`src/hdl/sqrtq_pkg.sv`:
```
// ---------------------------------------------------------------------------
// sqrtq_pkg
// Shared types and constants for the Q16.16 digit-by-digit square root.
// ---------------------------------------------------------------------------
package sqrtq_pkg;

  localparam int VALUE_W = 32;
  localparam int ROOT_W  = 25;

  // first trial bit: bit 30 for large operands, bit 18 otherwise
  localparam logic [VALUE_W-1:0] BIG_MASK    = 32'hFFF0_0000;
  localparam logic [VALUE_W-1:0] HIGH_START  = 32'h4000_0000;
  localparam logic [VALUE_W-1:0] LOW_START   = 32'h0004_0000;
  // second pass starts at bit 14
  localparam logic [VALUE_W-1:0] PASS2_START = 32'h0000_4000;
  // remainder limit that triggers the half-lsb correction
  localparam logic [VALUE_W-1:0] REM_LIMIT   = 32'd65535;
  localparam logic [15:0]        HALF_LSB    = 16'h8000;

  // largest root magnitude, sqrt of 2^31 in q16.16
  localparam logic signed [ROOT_W-1:0] ROOT_MAX = 25'sd11863283;

  typedef enum logic [2:0] {
    ST_IDLE,
    ST_SEARCH,
    ST_PASS1,
    ST_CORR,
    ST_PASS2,
    ST_ROUND,
    ST_EMIT
  } state_e;

  // controller to datapath
  typedef struct packed {
    logic load_in;
    logic search_shift;
    logic step;
    logic corr;
    logic round_up;
    logic load_out;
  } cmd_t;

  // datapath to controller
  typedef struct packed {
    logic trial_gt_mag;
    logic trial_zero;
    logic trial_last;
  } status_t;

endpackage

```
`src/hdl/sqrtq_datapath.sv`:
```
// ---------------------------------------------------------------------------
// sqrtq_datapath
// Remainder, partial root and trial registers with one shared add/subtract
// step, plus the rounding register and the output word register.
// ---------------------------------------------------------------------------
module sqrtq_datapath (
  input  logic                                   clk_i,
  input  logic                                   rst_ni,
  input  sqrtq_pkg::cmd_t                        cmd_i,
  output sqrtq_pkg::status_t                     status_o,
  input  logic signed [sqrtq_pkg::VALUE_W-1:0]   value_in_i,
  input  logic                                   cfg_we_i,
  input  logic                                   round_enable_i,
  output logic signed [sqrtq_pkg::ROOT_W-1:0]    root_out_o
);

  logic [sqrtq_pkg::VALUE_W-1:0] rem_q, rem_d;
  logic [sqrtq_pkg::VALUE_W-1:0] root_q, root_d;
  logic [sqrtq_pkg::VALUE_W-1:0] trial_q, trial_d;
  logic                          neg_q, neg_d;
  logic [sqrtq_pkg::ROOT_W-1:0]  out_q, out_d;
  logic                          round_en_q;

  logic [sqrtq_pkg::VALUE_W-1:0] mag;
  logic [sqrtq_pkg::VALUE_W-1:0] step_sum;
  logic [sqrtq_pkg::VALUE_W:0]   step_diff;
  logic                          step_ge;
  logic [sqrtq_pkg::VALUE_W-1:0] corr_diff;

  // operand magnitude
  assign mag = value_in_i[sqrtq_pkg::VALUE_W-1]
             ? (sqrtq_pkg::VALUE_W'(0) - sqrtq_pkg::VALUE_W'(value_in_i))
             : sqrtq_pkg::VALUE_W'(value_in_i);

  // one recurrence step: compare remainder against root plus trial
  assign step_sum  = root_q + trial_q;
  assign step_diff = {1'b0, rem_q} - {1'b0, step_sum};
  assign step_ge   = ~step_diff[sqrtq_pkg::VALUE_W];

  // rem - root - 1, used by the half-lsb correction
  assign corr_diff = rem_q + ~root_q;

  // status back to the controller
  assign status_o.trial_gt_mag = (trial_q > rem_q);
  assign status_o.trial_zero   = (trial_q == '0);
  assign status_o.trial_last   = (trial_q[sqrtq_pkg::VALUE_W-1:2] == '0);

  // next values of the working registers
  always_comb begin
    rem_d   = rem_q;
    root_d  = root_q;
    trial_d = trial_q;
    neg_d   = neg_q;
    out_d   = out_q;
    if (cmd_i.load_in) begin
      rem_d   = mag;
      root_d  = '0;
      neg_d   = value_in_i[sqrtq_pkg::VALUE_W-1];
      trial_d = ((mag & sqrtq_pkg::BIG_MASK) != '0) ? sqrtq_pkg::HIGH_START
                                                     : sqrtq_pkg::LOW_START;
    end
    if (cmd_i.search_shift) begin
      trial_d = trial_q >> 2;
    end
    if (cmd_i.step) begin
      trial_d = trial_q >> 2;
      if (step_ge) begin
        rem_d  = step_diff[sqrtq_pkg::VALUE_W-1:0];
        root_d = (root_q >> 1) + trial_q;
      end else begin
        root_d = root_q >> 1;
      end
    end
    if (cmd_i.corr) begin
      trial_d = sqrtq_pkg::PASS2_START;
      if (rem_q > sqrtq_pkg::REM_LIMIT) begin
        rem_d  = {corr_diff[15:0], sqrtq_pkg::HALF_LSB};
        root_d = {root_q[15:0], sqrtq_pkg::HALF_LSB};
      end else begin
        rem_d  = {rem_q[15:0], 16'h0000};
        root_d = {root_q[15:0], 16'h0000};
      end
    end
    if (cmd_i.round_up) begin
      if (round_en_q && (rem_q > root_q)) begin
        root_d = root_q + sqrtq_pkg::VALUE_W'(1);
      end
    end
    if (cmd_i.load_out) begin
      out_d = neg_q ? (sqrtq_pkg::ROOT_W'(0) - root_q[sqrtq_pkg::ROOT_W-1:0])
                    : root_q[sqrtq_pkg::ROOT_W-1:0];
    end
  end

  // working and output registers
  always_ff @(posedge clk_i) begin
    rem_q   <= rem_d;
    root_q  <= root_d;
    trial_q <= trial_d;
    neg_q   <= neg_d;
    out_q   <= out_d;
  end

  // rounding mode register
  always_ff @(posedge clk_i or negedge rst_ni) begin
    if (!rst_ni) begin
      round_en_q <= 1'b1;
    end else if (cfg_we_i) begin
      round_en_q <= round_enable_i;
    end
  end

  assign root_out_o = $signed(out_q);

endmodule

```
`src/hdl/sqrtq_ctrl.sv`:
```
// ---------------------------------------------------------------------------
// sqrtq_ctrl
// Sequencer for the two root passes, the correction and the rounding, and
// the valid flag of the output word register.
// ---------------------------------------------------------------------------
module sqrtq_ctrl (
  input  logic                 clk_i,
  input  logic                 rst_ni,
  input  logic                 in_valid_i,
  output logic                 in_ready_o,
  output logic                 out_valid_o,
  input  logic                 out_ready_i,
  input  sqrtq_pkg::status_t   status_i,
  output sqrtq_pkg::cmd_t      cmd_o
);

  sqrtq_pkg::state_e state_q, state_d;
  logic              out_valid_q, out_valid_d;
  logic              slot_free;

  assign slot_free = ~out_valid_q | out_ready_i;

  // next state
  always_comb begin
    state_d = state_q;
    case (state_q)
      sqrtq_pkg::ST_IDLE: begin
        if (in_valid_i) state_d = sqrtq_pkg::ST_SEARCH;
      end
      sqrtq_pkg::ST_SEARCH: begin
        if (!status_i.trial_gt_mag) begin
          state_d = status_i.trial_zero ? sqrtq_pkg::ST_CORR : sqrtq_pkg::ST_PASS1;
        end
      end
      sqrtq_pkg::ST_PASS1: begin
        if (status_i.trial_last) state_d = sqrtq_pkg::ST_CORR;
      end
      sqrtq_pkg::ST_CORR: begin
        state_d = sqrtq_pkg::ST_PASS2;
      end
      sqrtq_pkg::ST_PASS2: begin
        if (status_i.trial_last) state_d = sqrtq_pkg::ST_ROUND;
      end
      sqrtq_pkg::ST_ROUND: begin
        state_d = sqrtq_pkg::ST_EMIT;
      end
      sqrtq_pkg::ST_EMIT: begin
        if (slot_free) state_d = sqrtq_pkg::ST_IDLE;
      end
      default: begin
        state_d = sqrtq_pkg::ST_IDLE;
      end
    endcase
  end

  // commands to the datapath
  always_comb begin
    cmd_o      = '0;
    in_ready_o = 1'b0;
    case (state_q)
      sqrtq_pkg::ST_IDLE: begin
        in_ready_o    = 1'b1;
        cmd_o.load_in = in_valid_i;
      end
      sqrtq_pkg::ST_SEARCH: begin
        cmd_o.search_shift = status_i.trial_gt_mag;
      end
      sqrtq_pkg::ST_PASS1: begin
        cmd_o.step = 1'b1;
      end
      sqrtq_pkg::ST_CORR: begin
        cmd_o.corr = 1'b1;
      end
      sqrtq_pkg::ST_PASS2: begin
        cmd_o.step = 1'b1;
      end
      sqrtq_pkg::ST_ROUND: begin
        cmd_o.round_up = 1'b1;
      end
      sqrtq_pkg::ST_EMIT: begin
        cmd_o.load_out = slot_free;
      end
      default: begin
        cmd_o = '0;
      end
    endcase
  end

  // output word valid flag
  always_comb begin
    if (cmd_o.load_out) begin
      out_valid_d = 1'b1;
    end else if (out_ready_i) begin
      out_valid_d = 1'b0;
    end else begin
      out_valid_d = out_valid_q;
    end
  end

  always_ff @(posedge clk_i or negedge rst_ni) begin
    if (!rst_ni) begin
      state_q     <= sqrtq_pkg::ST_IDLE;
      out_valid_q <= 1'b0;
    end else begin
      state_q     <= state_d;
      out_valid_q <= out_valid_d;
    end
  end

  assign out_valid_o = out_valid_q;

endmodule

```
`src/hdl/sqrt_q16_digit_by_digit.sv`:
```
// ---------------------------------------------------------------------------
// sqrt_q16_digit_by_digit
// Q16.16 square root of the operand magnitude, negated for a negative
// operand, computed two bits per cycle on one shared subtractor.
// ---------------------------------------------------------------------------
//
//   channel | signals                          | direction | word
//   --------+----------------------------------+-----------+------------------
//   in      | in_valid_i, in_ready_o           | input     | value_in_i [31:0]
//   out     | out_valid_o, out_ready_i         | output    | root_out_o [24:0]
//   cfg     | cfg_valid_i, cfg_ready_o         | input     | round_enable_i
//
// One word at a time. The trial search starts at bit 30 when any of
// magnitude bits 31..20 is set, else at bit 18. The trial search and the
// first pass go together, since each search shift saves one first-pass
// step, then come the correction, eight second-pass steps, rounding and the
// output load. The next word can be taken in the cycle after the load.
// The output register lets the next word be accepted while a result waits;
// a second finished word waits in the load state until the register frees.
// Reset clears the sequencer and sets rounding on; no clearing pass.
// ---------------------------------------------------------------------------
module sqrt_q16_digit_by_digit (
  input  logic                                 clk_i,
  input  logic                                 rst_ni,
  input  logic                                 in_valid_i,
  output logic                                 in_ready_o,
  input  logic signed [sqrtq_pkg::VALUE_W-1:0] value_in_i,
  input  logic                                 cfg_valid_i,
  output logic                                 cfg_ready_o,
  input  logic                                 round_enable_i,
  output logic                                 out_valid_o,
  input  logic                                 out_ready_i,
  output logic signed [sqrtq_pkg::ROOT_W-1:0]  root_out_o
);

  sqrtq_pkg::cmd_t    cmd;
  sqrtq_pkg::status_t status;

  // register writes are always taken
  assign cfg_ready_o = 1'b1;

  // sequencer
  sqrtq_ctrl u_ctrl (
    .clk_i       (clk_i),
    .rst_ni      (rst_ni),
    .in_valid_i  (in_valid_i),
    .in_ready_o  (in_ready_o),
    .out_valid_o (out_valid_o),
    .out_ready_i (out_ready_i),
    .status_i    (status),
    .cmd_o       (cmd)
  );

  // root datapath
  sqrtq_datapath u_dp (
    .clk_i          (clk_i),
    .rst_ni         (rst_ni),
    .cmd_i          (cmd),
    .status_o       (status),
    .value_in_i     (value_in_i),
    .cfg_we_i       (cfg_valid_i & cfg_ready_o),
    .round_enable_i (round_enable_i),
    .root_out_o     (root_out_o)
  );

endmodule

```
`config.mk`:
```
export PLATFORM = sky130hd
export DESIGN_NAME = sqrt_q16_digit_by_digit
export DESIGN_NICKNAME = d
export VERILOG_FILES = /design/src/hdl/sqrtq_pkg.sv /design/src/hdl/sqrtq_datapath.sv /design/src/hdl/sqrtq_ctrl.sv /design/src/hdl/sqrt_q16_digit_by_digit.sv
export SDC_FILE = /design/constraint.sdc
export NUM_CORES = 1
export LEC_CHECK = 0
export BUFFER_PORTS_ARGS = -buffer_cell sky130_fd_sc_hd__buf_2
export CORE_AREA = 4 4 169 171
export CTS_BUF_LIST = sky130_fd_sc_hd__clkbuf_4 sky130_fd_sc_hd__clkbuf_8 sky130_fd_sc_hd__clkbuf_16
export DETAILED_ROUTE_END_ITERATION = 6
export DIE_AREA = 0 0 173 175
export HOLD_SLACK_MARGIN = 0.1
export PLACE_DENSITY = 0.73
export SLEW_MARGIN = 10
export SYNTH_ARGS = -nofsm -noshare
export SYNTH_HDL_FRONTEND = slang
export SYNTH_SLANG_ARGS = --single-unit
```
`constraint.sdc`:
```
create_clock -name clk_i -period 4.6 [get_ports clk_i]
set_input_delay 0.23 -clock clk_i [delete_from_list [all_inputs] [get_ports clk_i]]
set_output_delay 0.23 -clock clk_i [all_outputs]
set_load 0.01 [all_outputs]
```
==> impl_metrics.env <==
export IMPL_status="finished, violations left"
export IMPL_violations="design-rule violations"
export IMPL_worstHoldPathType="primary input to flip-flop"
export IMPL_grt_max_degree=45
export IMPL_most_common_layout_cells="nand2_1 (138), nor2_1 (131), ha_1 (118)"
export IMPL_slew_violations=0
export IMPL_worst_ep_arrival_time_ns=4.77
export IMPL_rsz0062_at_grt="yes"
export IMPL_hold_end="u_dp.round_en_q$_DFFE_PN1P_"
export IMPL_cp_max_fo=13
export IMPL_drt_total_wl_mm=40.5
export IMPL_endpoint_kind="flip-flop"
export IMPL_place_area_mm2=0.0133
export IMPL_crit_path_start="u_dp.trial_q[0]$_SDFFE_PP0P_"
export IMPL_gp_congestion=0.992
export IMPL_drive_above_1_share_pct=14.7
export IMPL_track_usage_pct=25.5
export IMPL_reg2reg_depth=21
export IMPL_layout_commonest_cell="nand2_1"
export IMPL_skew_ns=0.00968
export IMPL_antenna_found_initial=0
export IMPL_crit_chain="ha_1 -> ha_1 -> a21o_1 -> a31oi_4 -> o21ai_1 -> a31oi_1 -> buf_4 -> buf_4 -> nor2_1 -> xnor2_2 -> ha_1 -> nand4_1 -> nor3_1 -> a31oi_1 -> o211a_1 -> o21ai_2 -> nand2_1 -> buf_4 -> buf_12 -> or3_1 -> a21oi_1"
export IMPL_ctsLongestPathBuffers=2
export IMPL_worstReg2RegEnd="u_dp.rem_q[8]$_SDFF_PP0_"
export IMPL_critical_path_required_ns=4.90
export IMPL_nets=1855
export IMPL_rows=60
export IMPL_cts_sinks=111
export IMPL_vias=12800
export IMPL_crit_slowest_cell="or3_1"
export IMPL_dieWidth_um=173
export IMPL_synth_area_mm2=0.0120
export IMPL_yosys_area_top_type="dfxtp_1"
export IMPL_fin_area_mm2=0.0138
export IMPL_n_antenna_cell=0
export IMPL_htree_levels=3
export IMPL_crit_type="flip-flop to flip-flop"
export IMPL_cts_tree="built"
export IMPL_max_freq_ghz=0.223
export IMPL_synth_edf_count=26
export IMPL_drc=2
export IMPL_ys_flop_type="dfxtp_1"
export IMPL_tightest_slew_ns=1.05
export IMPL_cts_root_buf="clkbuf_16"
export IMPL_grt_pass1_wl_mm=63.0
export IMPL_worst_path_largest_cell_delay_ns=0.34
export IMPL_fin_crit_sh_pct=97.3
export IMPL_via_per_inst=6.26
export IMPL_synthCells=1589
export IMPL_dr_pass1_iters=7
export IMPL_path_clk_slew_ns=0.08
export IMPL_hold_viol=0
export IMPL_io_buffer_count=64
export IMPL_yosysUniqueCellTypes=73
export IMPL_synth_fp_nets=1747
export IMPL_yosys_warnings=0
export IMPL_hold_start="cfg_valid_i"
export IMPL_ff2ff_setup_slack_ns=0.12
export IMPL_fin_crit_ns=4.48
export IMPL_first_global_vias=11800
export IMPL_core_mm2=0.0269
export IMPL_dpl_hpwl_mm=31.7
export IMPL_area_growth_pct=15.3
export IMPL_postRouteAntennaNets=0
export IMPL_synth_area_top_cells="dfxtp_1 (13%), ha_1 (12%), xnor2_1 (8.0%)"
export IMPL_drt_iter0_markers=1181
export IMPL_finalSetupViolCount=0
export IMPL_synth_top_area_share_pct=13.4
export IMPL_initial_core_util_pct=44.6
export IMPL_ys_seq_area_share_pct=20.9
export IMPL_clk_latency_ns=0.36
export IMPL_ys_ff_latch=111
export IMPL_timing_slew_headroom_pct=29.9
export IMPL_cts_buffers=9
export IMPL_overflow=0
export IMPL_post_drt_wl_per_cell_um=19.8
export IMPL_drv_cap=0
export IMPL_ys_async_sr_fraction_pct=4.50
export IMPL_dieHeight_um=175
export IMPL_hold_depth=2
export IMPL_r2r_start="u_dp.trial_q[0]$_SDFFE_PP0P_"
export IMPL_start_kind="flip-flop"
export IMPL_pin_count=66
export IMPL_dieArea_mm2=0.0303
export IMPL_avgSynthCellArea_um2=7.54
==> final cells by class <==
cell class                 count  area, µm²
inverter                      73        274
fill                        2649      13100
tap                          341        427
clock buffer                  11        258
sequential                   111       2510
clock inverter                 5       62.6
timing repair buffer         185       1270
multi-input combinational   1317       9000
==> metal layers <==
layer	track usage, %	share of wire (%)
met3	2.57	8.0
met4	10.7	4.3
met1	35.2	44
met2	41.0	43
met5	0	0
==> cells in the mapped netlist, types with 21 or more instances <==
cell      instances
edfxtp_1         26
o31ai_1          21
nor3_1           43
o21ai_0         113
o211ai_1         38
xnor2_1         109
nand2_1         138
a211oi_1         38
nor2_1          134
nand4_1          28
xor2_1           55
a21oi_1         117
inv_1            69
a21o_1           24
nand3_1          37
ha_1            118
clkbuf_1         79
dfxtp_1          80
a31oi_1          41
==> cell families after synthesis <==
kind of cell,share of synthesized area (%)
compound gates,28.8
xor+xnor,12.0
fa+ha+maj,12.7
buf+inv,5.10
flops,20.9
mux,0.794
other cells,0.0313
simple gates,19.7
==> stage by stage <==
step	worst slack, ns	instances	TNS, ns	hold WS, ns	utilization, %
3_5_place_dp	-0.0858	2024	-0.429	0.0504	49.6
6_report	0.124	2043	0	0.111	51.4
2_1_floorplan	0.00929	1589	0	-0.0656	-
5_1_grt	-0.0387	2043	-0.147	0.123	51.4
3_3_place_gp	0.0107	2024	0	0.0476	49.6
4_1_cts	0.0133	2042	0	0.109	50.9
==> registers in the layout, indices dropped and copies added, names as in the netlist <==
| signal | count |
|---|---|
| u_ctrl.out_valid_o | 1 |
| u_ctrl.state_q | 3 |
| u_dp.neg_q | 1 |
| u_dp.rem_q | 32 |
| u_dp.root_out_o | 25 |
| u_dp.root_q | 32 |
| u_dp.round_en_q | 1 |
| u_dp.trial_q | 16 |
==> timing repair <==
item,CTS,global route
hold endpoints to repair,6,0
hold buffers,2,0
setup buffers,0,1
endpoints found under the setup margin,21,62
pin swaps,0,12
resized for setup,2,35
==> worst max-delay path by stage <==
| stage | endpoint | slack (ns) | depth (start not counted) |
|---|---|---|---|
| after floorplan | u_dp.rem_q[3]$_SDFF_PP0_ | 0.009 | 20 |
| after global placement | u_dp.root_q[0]$_DFF_P_ | 0.01 | 21 |
| after detailed placement | u_dp.root_q[0]$_DFF_P_ | -0.09 | 21 |
| after CTS | u_dp.rem_q[20]$_DFF_P_ | 0.01 | 22 |
| after global routing | u_dp.rem_q[8]$_SDFF_PP0_ | -0.04 | 21 |
| final | u_dp.rem_q[8]$_SDFF_PP0_ | 0.12 | 21 |
==> critical path, delay by kind of cell (launching register included) <==
kind,cells,cell delay [ns]
flip-flops,1,0.32
AO/OA/AOI/OAI,8,1.71
adder cells (fa/ha/maj),3,0.76
AND/OR/NAND/NOR,5,0.84
buffers and inverters,4,0.59
XOR/XNOR,1,0.17
Power is not shown: default switching activity piles up to over one toggle a cycle in this logic, so the estimate is an artifact.
